$ cat config.mk
export PLATFORM = sky130hd
export DESIGN_NAME = repeating_timer_table
export DESIGN_NICKNAME = d
export VERILOG_FILES = /design/src/design/rtt_pkg.sv /design/src/design/repeating_timer_table.sv /design/src/design/rtt_mem.sv /design/src/design/rtt_alu.sv
export SDC_FILE = /design/constraint.sdc
export NUM_CORES = 2
export LEC_CHECK = 0
export ABC_AREA = 1
export BUFFER_PORTS_ARGS = -buffer_cell sky130_fd_sc_hd__clkbuf_2
export CAP_MARGIN = 15
export CORE_MARGIN = 1.5
export CORE_UTILIZATION = 57
export DETAILED_ROUTE_END_ITERATION = 16
export GPL_TIMING_DRIVEN = 0
export PLACE_DENSITY = 0.76
export SYNTH_ARGS = -nofsm -noshare
export SYNTH_HDL_FRONTEND = slang
export SYNTH_HIERARCHICAL = 1
export SYNTH_SLANG_ARGS = --single-unit
export TNS_END_PERCENT = 5
$ cat constraint.sdc
create_clock -name i_clk -period 8.5 [get_ports i_clk]
set_input_delay 1.7 -clock i_clk [delete_from_list [all_inputs] [get_ports i_clk]]
set_output_delay 1.7 -clock i_clk [all_outputs]
set_load 0.05 [all_outputs]
$ cat src/design/rtt_pkg.sv
// Shared types and constants of the repeating timer table.
package rtt_pkg;

    // Input command codes (carried on the slave tuser bit)
    localparam logic CMD_ADD  = 1'b0;
    localparam logic CMD_TICK = 1'b1;

    // Field widths fixed by the stream format
    localparam int IN_TIME_W  = 32;
    localparam int REP_W      = 17;
    localparam int HND_W      = 16;
    localparam int SLOT_W     = 4;
    localparam int KIND_W     = 3;
    localparam int IN_DATA_W  = 104;
    localparam int OUT_DATA_W = 24;

    // Repeat count that never runs out
    localparam logic [REP_W-1:0] REP_FOREVER = '1;

    // Result kinds (carried on the master tuser bits)
    typedef enum logic [KIND_W-1:0] {
        KIND_ADDED   = 3'd0,
        KIND_FULL    = 3'd1,
        KIND_FIRED   = 3'd2,
        KIND_EXPIRED = 3'd3,
        KIND_IDLE    = 3'd4
    } t_kind;

    // Entry memory control
    typedef struct packed {
        logic wr_en;
        logic rd_en;
    } t_mem_ctl;

endpackage

$ cat src/design/repeating_timer_table.sv
// Top level of the repeating timer table: sequencer, slot flags and output register.
//
//  channel | port group     | word contents
//  --------+----------------+---------------------------------------------------
//  input   | s_axis_*       | tuser: command; tdata: now, period, repeats, handle
//  output  | m_axis_*       | tuser: kind; tdata: slot, owner; tlast: last
//
// Every command word is accepted in idle; the input is ready only between commands.
// After that, an add walks the slot flags one slot a cycle from slot 0.
// A tick reads each used slot from memory, then compares and updates it through
// the shared unit; free slots are skipped, an expiry ends the scan, and a closing
// state sends the final word. Reset clears the state, slot flags and valid flags,
// not the entry memory. A stalled output holds the sequencer in place where it
// has a word to push, until the output register frees.
module repeating_timer_table #(
    parameter int SLOTS     = 16,
    parameter int TIME_BITS = 32
) (
    input  logic                               i_clk,
    input  logic                               i_rst_n,
    input  logic                               s_axis_tvalid,
    output logic                               s_axis_tready,
    // [31:0] now, [63:32] period, [80:64] repeats, [96:81] handle, rest zero
    input  logic [rtt_pkg::IN_DATA_W-1:0]      s_axis_tdata,
    // [0] command
    input  logic                               s_axis_tuser,
    output logic                               m_axis_tvalid,
    input  logic                               m_axis_tready,
    // [3:0] slot, [19:4] owner, rest zero
    output logic [rtt_pkg::OUT_DATA_W-1:0]     m_axis_tdata,
    // [2:0] kind
    output logic [rtt_pkg::KIND_W-1:0]         m_axis_tuser,
    output logic                               m_axis_tlast
);

    localparam int IW     = (SLOTS > 1) ? $clog2(SLOTS) : 1;
    localparam int REP_W  = rtt_pkg::REP_W;
    localparam int HND_W  = rtt_pkg::HND_W;
    localparam int MEM_W  = 2 * TIME_BITS + REP_W + HND_W;
    localparam int IN_TW  = rtt_pkg::IN_TIME_W;
    localparam logic [IW-1:0] LAST_IDX = IW'(SLOTS - 1);

    typedef enum logic [2:0] {
        S_IDLE,
        S_ADD,
        S_TSEL,
        S_TEVAL,
        S_TEND
    } t_state;

    // Latched command
    logic [TIME_BITS-1:0]  r_now;
    logic [TIME_BITS-1:0]  r_period;
    logic [REP_W-1:0]      r_rep;
    logic [HND_W-1:0]      r_hnd;

    // Sequencer
    t_state                r_state, n_state;
    logic [IW-1:0]         r_idx, n_idx;
    logic [SLOTS-1:0]      r_used, n_used;

    // Held result of a tick, sent once the next one (or the end) is known
    logic                  r_pend_valid, n_pend_valid;
    rtt_pkg::t_kind        r_pend_kind, n_pend_kind;
    logic [IW-1:0]         r_pend_slot, n_pend_slot;
    logic [HND_W-1:0]      r_pend_owner, n_pend_owner;

    // Output register
    logic                  r_out_valid, n_out_valid;
    rtt_pkg::t_kind        r_out_kind, n_out_kind;
    logic [IW-1:0]         r_out_slot, n_out_slot;
    logic [HND_W-1:0]      r_out_owner, n_out_owner;
    logic                  r_out_last, n_out_last;

    logic                  w_in_accept;
    logic                  w_can_push;
    logic [IN_TW+TIME_BITS-1:0] w_now_ext;
    logic [IN_TW+TIME_BITS-1:0] w_per_ext;
    logic [IW+rtt_pkg::SLOT_W-1:0] w_slot_ext;

    // Memory and shared unit
    rtt_pkg::t_mem_ctl     w_mem_ctl;
    logic [MEM_W-1:0]      w_mem_wdata;
    logic [MEM_W-1:0]      w_mem_rdata;
    logic [TIME_BITS-1:0]  w_rd_due;
    logic [TIME_BITS-1:0]  w_rd_period;
    logic [REP_W-1:0]      w_rd_rep;
    logic [HND_W-1:0]      w_rd_hnd;
    logic [TIME_BITS-1:0]  w_alu_period;
    logic [TIME_BITS-1:0]  w_alu_sum;
    logic                  w_alu_due;
    logic [REP_W-1:0]      w_alu_rep_next;
    logic                  w_alu_rep_zero;

    assign w_in_accept = s_axis_tvalid && s_axis_tready;
    assign w_can_push  = !r_out_valid || m_axis_tready;

    // Fit the 32-bit time fields to the internal time width
    assign w_now_ext = {{TIME_BITS{1'b0}}, s_axis_tdata[31:0]};
    assign w_per_ext = {{TIME_BITS{1'b0}}, s_axis_tdata[63:32]};

    // Capture the command word
    always_ff @(posedge i_clk) begin
        if (w_in_accept) begin
            r_now    <= w_now_ext[TIME_BITS-1:0];
            r_period <= w_per_ext[TIME_BITS-1:0];
            r_rep    <= s_axis_tdata[80:64];
            r_hnd    <= s_axis_tdata[96:81];
        end
    end

    // Split the read entry
    assign {w_rd_due, w_rd_period, w_rd_rep, w_rd_hnd} = w_mem_rdata;

    assign w_alu_period = (r_state == S_ADD) ? r_period : w_rd_period;

    rtt_alu #(
        .TIME_BITS (TIME_BITS)
    ) u_alu (
        .i_now      (r_now),
        .i_period   (w_alu_period),
        .i_due      (w_rd_due),
        .i_rep      (w_rd_rep),
        .o_sum      (w_alu_sum),
        .o_is_due   (w_alu_due),
        .o_rep_next (w_alu_rep_next),
        .o_rep_zero (w_alu_rep_zero)
    );

    rtt_mem #(
        .DEPTH (SLOTS),
        .WIDTH (MEM_W),
        .AW    (IW)
    ) u_mem (
        .i_clk   (i_clk),
        .i_ctl   (w_mem_ctl),
        .i_addr  (r_idx),
        .i_wdata (w_mem_wdata),
        .o_rdata (w_mem_rdata)
    );

    // New entry on add, rescheduled entry on fire
    assign w_mem_wdata = (r_state == S_ADD)
                       ? {w_alu_sum, r_period, r_rep, r_hnd}
                       : {w_alu_sum, w_rd_period, w_alu_rep_next, w_rd_hnd};

    // Sequencer next state
    always_comb begin
        n_state      = r_state;
        n_idx        = r_idx;
        n_used       = r_used;
        n_pend_valid = r_pend_valid;
        n_pend_kind  = r_pend_kind;
        n_pend_slot  = r_pend_slot;
        n_pend_owner = r_pend_owner;
        n_out_valid  = r_out_valid && !m_axis_tready;
        n_out_kind   = r_out_kind;
        n_out_slot   = r_out_slot;
        n_out_owner  = r_out_owner;
        n_out_last   = r_out_last;
        w_mem_ctl    = '0;
        s_axis_tready = 1'b0;

        unique case (r_state)
            S_IDLE: begin
                s_axis_tready = 1'b1;
                if (s_axis_tvalid) begin
                    n_idx   = '0;
                    n_state = (s_axis_tuser == rtt_pkg::CMD_ADD) ? S_ADD : S_TSEL;
                end
            end

            // Look for the lowest free slot
            S_ADD: begin
                if (!r_used[r_idx]) begin
                    if (w_can_push) begin
                        w_mem_ctl.wr_en = 1'b1;
                        n_used[r_idx]   = 1'b1;
                        n_out_valid     = 1'b1;
                        n_out_kind      = rtt_pkg::KIND_ADDED;
                        n_out_slot      = r_idx;
                        n_out_owner     = r_hnd;
                        n_out_last      = 1'b1;
                        n_state         = S_IDLE;
                    end
                end else if (r_idx == LAST_IDX) begin
                    if (w_can_push) begin
                        n_out_valid = 1'b1;
                        n_out_kind  = rtt_pkg::KIND_FULL;
                        n_out_slot  = '0;
                        n_out_owner = r_hnd;
                        n_out_last  = 1'b1;
                        n_state     = S_IDLE;
                    end
                end else begin
                    n_idx = r_idx + IW'(1);
                end
            end

            // Skip free slots, read used ones
            S_TSEL: begin
                if (r_used[r_idx]) begin
                    w_mem_ctl.rd_en = 1'b1;
                    n_state         = S_TEVAL;
                end else if (r_idx == LAST_IDX) begin
                    n_state = S_TEND;
                end else begin
                    n_idx = r_idx + IW'(1);
                end
            end

            // Test the slot; fire or expire it if due
            S_TEVAL: begin
                if (!w_alu_due) begin
                    if (r_idx == LAST_IDX) begin
                        n_state = S_TEND;
                    end else begin
                        n_idx   = r_idx + IW'(1);
                        n_state = S_TSEL;
                    end
                end else if (!r_pend_valid || w_can_push) begin
                    if (r_pend_valid) begin
                        n_out_valid = 1'b1;
                        n_out_kind  = r_pend_kind;
                        n_out_slot  = r_pend_slot;
                        n_out_owner = r_pend_owner;
                        n_out_last  = 1'b0;
                    end
                    n_pend_valid = 1'b1;
                    n_pend_slot  = r_idx;
                    n_pend_owner = w_rd_hnd;
                    if (!w_alu_rep_zero) begin
                        w_mem_ctl.wr_en = 1'b1;
                        n_pend_kind     = rtt_pkg::KIND_FIRED;
                        if (r_idx == LAST_IDX) begin
                            n_state = S_TEND;
                        end else begin
                            n_idx   = r_idx + IW'(1);
                            n_state = S_TSEL;
                        end
                    end else begin
                        n_used[r_idx] = 1'b0;
                        n_pend_kind   = rtt_pkg::KIND_EXPIRED;
                        n_state       = S_TEND;
                    end
                end
            end

            // Send the final word of the tick
            S_TEND: begin
                if (w_can_push) begin
                    n_out_valid = 1'b1;
                    n_out_last  = 1'b1;
                    if (r_pend_valid) begin
                        n_out_kind  = r_pend_kind;
                        n_out_slot  = r_pend_slot;
                        n_out_owner = r_pend_owner;
                    end else begin
                        n_out_kind  = rtt_pkg::KIND_IDLE;
                        n_out_slot  = '0;
                        n_out_owner = '0;
                    end
                    n_pend_valid = 1'b0;
                    n_state      = S_IDLE;
                end
            end

            default: begin
                n_state = S_IDLE;
            end
        endcase
    end

    // State and registered outputs
    always_ff @(posedge i_clk) begin
        if (!i_rst_n) begin
            r_state      <= S_IDLE;
            r_used       <= '0;
            r_pend_valid <= 1'b0;
            r_out_valid  <= 1'b0;
        end else begin
            r_state      <= n_state;
            r_used       <= n_used;
            r_pend_valid <= n_pend_valid;
            r_out_valid  <= n_out_valid;
        end
        r_idx        <= n_idx;
        r_pend_kind  <= n_pend_kind;
        r_pend_slot  <= n_pend_slot;
        r_pend_owner <= n_pend_owner;
        r_out_kind   <= n_out_kind;
        r_out_slot   <= n_out_slot;
        r_out_owner  <= n_out_owner;
        r_out_last   <= n_out_last;
    end

    // Drive the output word
    assign w_slot_ext    = {{rtt_pkg::SLOT_W{1'b0}}, r_out_slot};
    assign m_axis_tvalid = r_out_valid;
    assign m_axis_tuser  = r_out_kind;
    assign m_axis_tlast  = r_out_last;
    assign m_axis_tdata  = {4'b0000, r_out_owner, w_slot_ext[rtt_pkg::SLOT_W-1:0]};

    // Rescheduling writes only touch slots that are in use
    a_fire_used: assert property (@(posedge i_clk) disable iff (!i_rst_n)
        (w_mem_ctl.wr_en && r_state == S_TEVAL) |-> r_used[r_idx])
        else $error("timer entry rewritten in a free slot");

    // A successful add marks its slot used
    a_add_marks: assert property (@(posedge i_clk) disable iff (!i_rst_n)
        (w_mem_ctl.wr_en && r_state == S_ADD) |=> r_used[$past(r_idx)])
        else $error("added slot not marked used");

    // No held result survives the end of a command
    a_pend_idle: assert property (@(posedge i_clk) disable iff (!i_rst_n)
        (r_state == S_IDLE) |-> !r_pend_valid)
        else $error("held result left over between commands");

    // Finishing a command always leaves a final word in the output register
    a_end_last: assert property (@(posedge i_clk) disable iff (!i_rst_n)
        (r_state != S_IDLE && n_state == S_IDLE) |=> (r_out_valid && r_out_last))
        else $error("command finished without a final word");

endmodule

$ cat src/design/rtt_mem.sv
// Single-port timer entry memory with registered read data.
module rtt_mem #(
    parameter int DEPTH = 16,
    parameter int WIDTH = 97,
    parameter int AW    = 4
) (
    input  logic                i_clk,
    input  rtt_pkg::t_mem_ctl   i_ctl,
    input  logic [AW-1:0]       i_addr,
    input  logic [WIDTH-1:0]    i_wdata,
    output logic [WIDTH-1:0]    o_rdata
);

    logic [WIDTH-1:0] r_mem [DEPTH];
    logic [WIDTH-1:0] r_rdata;

    // Write one entry, read one entry; read data holds when no read is issued
    always_ff @(posedge i_clk) begin
        if (i_ctl.wr_en) begin
            r_mem[i_addr] <= i_wdata;
        end
        if (i_ctl.rd_en) begin
            r_rdata <= r_mem[i_addr];
        end
    end

    assign o_rdata = r_rdata;

endmodule

$ cat src/design/rtt_alu.sv
// Shared time adder, due compare and repeat count decrement.
module rtt_alu #(
    parameter int TIME_BITS = 32
) (
    input  logic [TIME_BITS-1:0]      i_now,
    input  logic [TIME_BITS-1:0]      i_period,
    input  logic [TIME_BITS-1:0]      i_due,
    input  logic [rtt_pkg::REP_W-1:0] i_rep,
    output logic [TIME_BITS-1:0]      o_sum,
    output logic                      o_is_due,
    output logic [rtt_pkg::REP_W-1:0] o_rep_next,
    output logic                      o_rep_zero
);

    logic [TIME_BITS-1:0] w_diff;

    // Next due time, wrapping
    assign o_sum = i_now + i_period;

    // Due when now is at or past the due time within half the time range
    assign w_diff   = i_now - i_due;
    assign o_is_due = ~w_diff[TIME_BITS-1];

    // Count down unless repeating forever
    assign o_rep_next = (i_rep == rtt_pkg::REP_FOREVER) ? i_rep
                                                         : i_rep - rtt_pkg::REP_W'(1);
    assign o_rep_zero = (i_rep == '0);

endmodule

Word level (Yosys, flattened, before mapping)
Memory sizes are Yosys's and may differ from the RTL's. A register that Yosys moved wholly into a read port is not among the register bits.
Cells that the tools add are included.
Widths: inputs -> output; s select.
- eq/ne operators: 22
- order comparisons: 2
- $add $sub $neg: 4
- muxes and demuxes: 92
- reductions and logical operators: 22
- bitwise gates (word level): 4
- operators by type and width (cell ; number):
    $mux 16 ; 13
    $mux 65 ; 1
    $mux 4 ; 16
    $mux 3 ; 19
    $pmux 16 s3 ; 1
    $add 32x32->32 ; 1
    $mux 32 ; 1
    $pmux 16 s2 ; 1
    $sub 32x32->32 ; 1
    $mux 1 ; 28
    $ne 2x2->1 const B ; 9
    $reduce_and 6->1 ; 3
    $eq 17x17->1 const B ; 1
    $logic_not 17->1 ; 1
    $mux 17 ; 1
    $sub 17x1->17 const B ; 1
    $and 16x16->16 ; 1
    $not 16->16 ; 1
    $or 16x16->16 ; 1
    $pmux 4 s4 ; 1
    $pmux 3 s5 ; 1
    $ne 3x2->1 const B ; 4
    $pmux 4 s3 ; 1
    $pmux 3 s3 ; 1
    26 further kinds ; 37
- RAM bits: 1552
- output and inout bits: 30
- logic and storage cells: 163
- register bits after elaboration: 169
- memories: 1
- input port bits: 109
- memories (memory ; words ; bits a word ; rd ports ; clocked after Yosys merged registers in ; write ports ; RTL line ; text):
    u_mem.r_mem ; 16 ; 97 ; 1 ; 1 ; 1 ; rtt_mem.sv:14 ; logic [WIDTH-1:0] r_mem [DEPTH];

Depth between registers and ports, before layout
- depth after elaboration: 10
- gate-level depth with buffers: 23

Hierarchy
Netlist, hierarchy kept.
- by module, submodules not included (module ; times used ; area an instance (um^2) ; cells an instance):
    rtt_mem ; 1 ; 67591.1 ; 6344
    repeating_timer_table ; 1 ; 7220.7 ; 701
    rtt_alu ; 1 ; 3659.8 ; 726

Worst setup path before layout
OpenSTA, ideal clock, no wires.
- kind: input to register
- from: in m_axis_tready
- to: mem u_mem.r_mem[7][0], enable pin
- setup time: 0.554 ns
- slack: 0.495 ns
- stages: 8
- path buffers: 0
- data required time: 7.946 ns
- arrival time: 7.450 ns
- path through: nor2_1 nand2_1 nand2_1 nor2_1 nand2_1 o21ai_0 nand3_1 nor2_1
- RTL lines (element ; RTL line ; text):
    from (decl) ; repeating_timer_table.sv:28 ; input logic m_axis_tready,
    to (decl) ; rtt_mem.sv:14 ;

Worst setup path after layout
- from: reg r_state[0]
- to: mem u_mem.r_mem[4][85], data pin
- longest elaborated chain between the ends: 3
- ends and longest elaborated chain (element ; RTL line ; text):
    from (decl) ; repeating_timer_table.sv:58 ; t_state r_state, n_state;
    from (signal assigned) ; repeating_timer_table.sv:282 ; r_state <= n_state;
    $eq 3x1->1 ; repeating_timer_table.sv:115 ; assign w_alu_period = (r_state == S_ADD) ? r_period : w_rd_period;
    $mux 32 ; repeating_timer_table.sv:115 ;
    named net w_alu_period[0] ; repeating_timer_table.sv:89 ; logic [TIME_BITS-1:0] w_alu_period;
    $add 32x32->32 ; rtt_alu.sv:18 ; assign o_sum = i_now + i_period;
    named net w_alu_sum[20] ; repeating_timer_table.sv:90 ; logic [TIME_BITS-1:0] w_alu_sum;
The timed path passes the listed nets, and every way through them passes these cells.

==> flow_summary.toml <==
[timing]
setup_viol_count_final = 0
layout_min_cycle_time_ps = 5190
post-route-period-util_pct = 61.1
fin_skew_ps = 32.6
fmax_mhz = 193
relSlewSlack_pct = 25.2
tightest_slew_ps = 1120
finalHoldWorstSlack_ps = 452
hold_viol = 0
tns_ps = 0
rsz0062_at_grt = "false"
slew_viol_final = 0

[clocking]
clkLatencyLatePin_ps = 820
clk_pin_slew_ps = 60
cts_resized = 0
post_cts_buffers = 0
cts_tree = "yes"
clock_sinks = 1816
clockBufferDepth = 3
htree_levels = 4
cts_buffers = 180
root_buffer = "clkbuf_16"
hold_buffers = 0

[critical_path]
crit_type = "reg -> reg"
reg2reg_depth = 19
cp_max_fo = 17
crit_required_ps = 8840
r2r-start = "r_state[0]"
cp-start-kind = "flop"
reg2reg_slack_ps = 3310
timing.rr.end = "u_mem/r_mem[4][85]"
critical_path.endpoint_type = "flop"
critPathArrivalTime_ps = 5530

[min_path]
hold_start = "u_mem/o_rdata[3]"
hold-path-endpoint = "r_pend_owner[3]"
hp-class = "reg -> reg"
worstHoldPathCells = 0

[detailed_routing]
routed_wl_um = 208000
drt-initial-drc-count = 6909
vias_per_cell = 5.48
dr.pass1.iters = 8
via_count = 55300
drc = 0
wl_per_cell_um = 20.6
ant_nets = 0

[global_routing]
overflow = 0
track_usage_pct = 29.6
antenna_found_initial = 10
grt_pass1_wl_um = 310000
grt_pass1_vias = 53100
grt_max_degree = 55

[finish]
layout-drive-gt1-share_pct = 9.19
fin_util_pct = 65.3
area_growth_syn_to_layout_pct = 13.2
fin_nets = 8352

[run]
drv_cap = 0

[synth]
ys.flop_type = "edfxtp_1"
synth_seq_cells = 1816
synth_edf_count = 1795
synth_cell_type_count = 44
netlist_area_mm2 = 0.0785
synthArstFlopShare_pct = 0
postSynthAreaPerCell_um2 = 10.1
syn_inst = 7771
synth-seq-area-share_pct = 69.2
synth_warnings = 6

[floorplan]
die_x_um = 374
core_region_area_mm2 = 0.136
dieArea_mm2 = 0.140
start_util_pct = 57.7
fp-row-count = 135
die_y_um = 374
io_pins = 139

[run_status]
status = "completed"

[pwr]
p_leak_uw = 0.0382
p_total_uw = 32400
powerDensity_mw_per_mm2 = 364
vdd_ir_drop_max_mv = 0.251

[placement]
portBuffers = 126
gp_congestion = 0.949
hpwl_um = 138000
==> kinds of logic (layout without fill, tap and decap cells) <==
group                      count (synthesis)  count (layout)  synth area share (%)
DFF                                     1816            1816                  69.2
adders and majority gates                 69              69                  1.11
buffers and inverters                    794            1336                  4.44
AOI/OAI and AO/OA                         93              93                 0.719
and+or+nand+nor                         4967            4967                  24.2
xor gates and xnor gates                  31              31                 0.346
other                                      1               8               0.00478
==> worst max-delay path, stage by stage, from the launching register on <==
cell and delay (ps):
dfxtp_1 350, inv_1 110, nor3_4 350, inv_1 110
clkbuf_2 480, clkbuf_1 370, nand2_1 110, nand2_1 530
ha_1 480, fa_1 460, nand3_1 120, nand3_1 130
nand2_1 110, nand2_2 90, nand2_1 70, nand2_1 120
nand2_1 110, nand2_1 50, nand2_1 50, nand2_1 480
==> sequential cells by signal, indices dropped and copies added (netlist names), named ones only <==
signal and flops:
m_axis_tvalid 1, r_rep 17, u_mem/o_rdata 97, r_pend_slot 4, u_mem/r_mem 1552, r_state 3, r_hnd 16, r_pend_owner 16
m_axis_tlast 1, r_idx 4, r_pend_valid 1, r_out_slot 4, r_now 32, r_period 32, r_pend_kind 1, r_out_owner 16
m_axis_tuser 3
==> cells in the final DEF, fill, tap and decap left out, types with 5 or more instances in the layout <==
cell type | synthesis | layout
clkinv_2 | 0 | 32
nand3_2 | 5 | 5
o2bb2ai_1 | 17 | 17
clkinvlp_4 | 0 | 10
clkbuf_1 | 88 | 117
buf_8 | 4 | 7
edfxtp_1 | 1795 | 1795
clkinv_1 | 2 | 37
ha_1 | 68 | 68
xor2_1 | 27 | 26
buf_16 | 0 | 6
inv_2 | 6 | 6
buf_4 | 51 | 66
nand3_1 | 59 | 59
buf_12 | 0 | 52
nand2_1 | 4712 | 4712
nor2_1 | 125 | 106
dfxtp_1 | 21 | 21
o21ai_0 | 29 | 13
o21ai_1 | 1 | 17
a21oi_1 | 36 | 35
buf_2 | 163 | 163
clkbuf_2 | 0 | 129
nor2_2 | 6 | 8
inv_1 | 454 | 453
nor2_4 | 4 | 21
nand2_2 | 10 | 10
nand4_1 | 28 | 28
buf_6 | 8 | 24
clkbuf_16 | 0 | 183
nor3_1 | 7 | 7
buf_1 | 17 | 17
bufinv_16 | 0 | 18
inv_6 | 0 | 6
==> final cells by class <==
class	instances	area (µm²)
sequential	1816	54300
buffer	331	1750
clock inverter	108	1070
inverter	463	1750
clock buffer	216	4710
tap	1781	2230
multi-input combinational	5164	20800
fill	9767	47100
timing repair buffer	218	2170
antenna	4	10.0
==> cell usage after synthesis (all sizes together), types with 2 or more instances <==
cell type / n / area, µm²
a21oi: 36 / 180
a32o: 4 / 40.0
buf: 243 / 1410
clkbuf: 88 / 330
clkinv: 2 / 7.51
dfxtp: 21 / 420
edfxtp: 1795 / 53900
ha: 68 / 851
inv: 461 / 1730
nand2: 4723 / 17800
nand3: 64 / 345
nand4: 28 / 175
nor2: 135 / 552
nor3: 10 / 71.3
nor4: 4 / 31.3
o21ai: 30 / 150
o21bai: 2 / 15.0
o2bb2ai: 17 / 149
xnor2: 4 / 35.0
xor2: 27 / 236
==> how the worst max path moves through the flow <==
stage | startpoint | endpoint | slack [ps]
finish | r_state[0] | u_mem/r_mem[4][85] | 3310
global route | r_state[0] | u_mem/r_mem[5][85] | 3080
CTS | r_state[0] | u_mem/r_mem[1][81] | 3220
detailed placement | r_state[0] | u_mem/r_mem[2][81] | 3270
global placement | r_now[14] | u_mem/r_mem[11][42] | -4720
floorplan | m_axis_tready | u_mem/r_mem[7][0] | 500
==> metrics by stage <==
step	worst slack [ps]	cells	cell area, µm²
4_1_cts	3220	10100	88800
3_5_place_dp	3270	9767	83000
5_1_grt	3080	10100	88800
2_1_floorplan	495	7774	78500
6_report	3310	10100	88800
3_3_place_gp	-4720	9681	81300
==> per-layer routing <==
layer | track usage [%] | up-vias | wire length (µm)
li1 | - | 25800 | -
met1 | 39.0 | 26100 | 78800
met2 | 47.9 | 2980 | 97200
met3 | 5.49 | 458 | 22500
met4 | 13.7 | 10 | 9670
met5 | 0 | - | 84
==> report_power, final <==
part	switching [µW]	total [µW]	internal, µW
logic	9110	12000	2920
registers	293	12500	12200
clock network	3330	7830	4500
No activity file was read; power rests on OpenSTA's default activity.
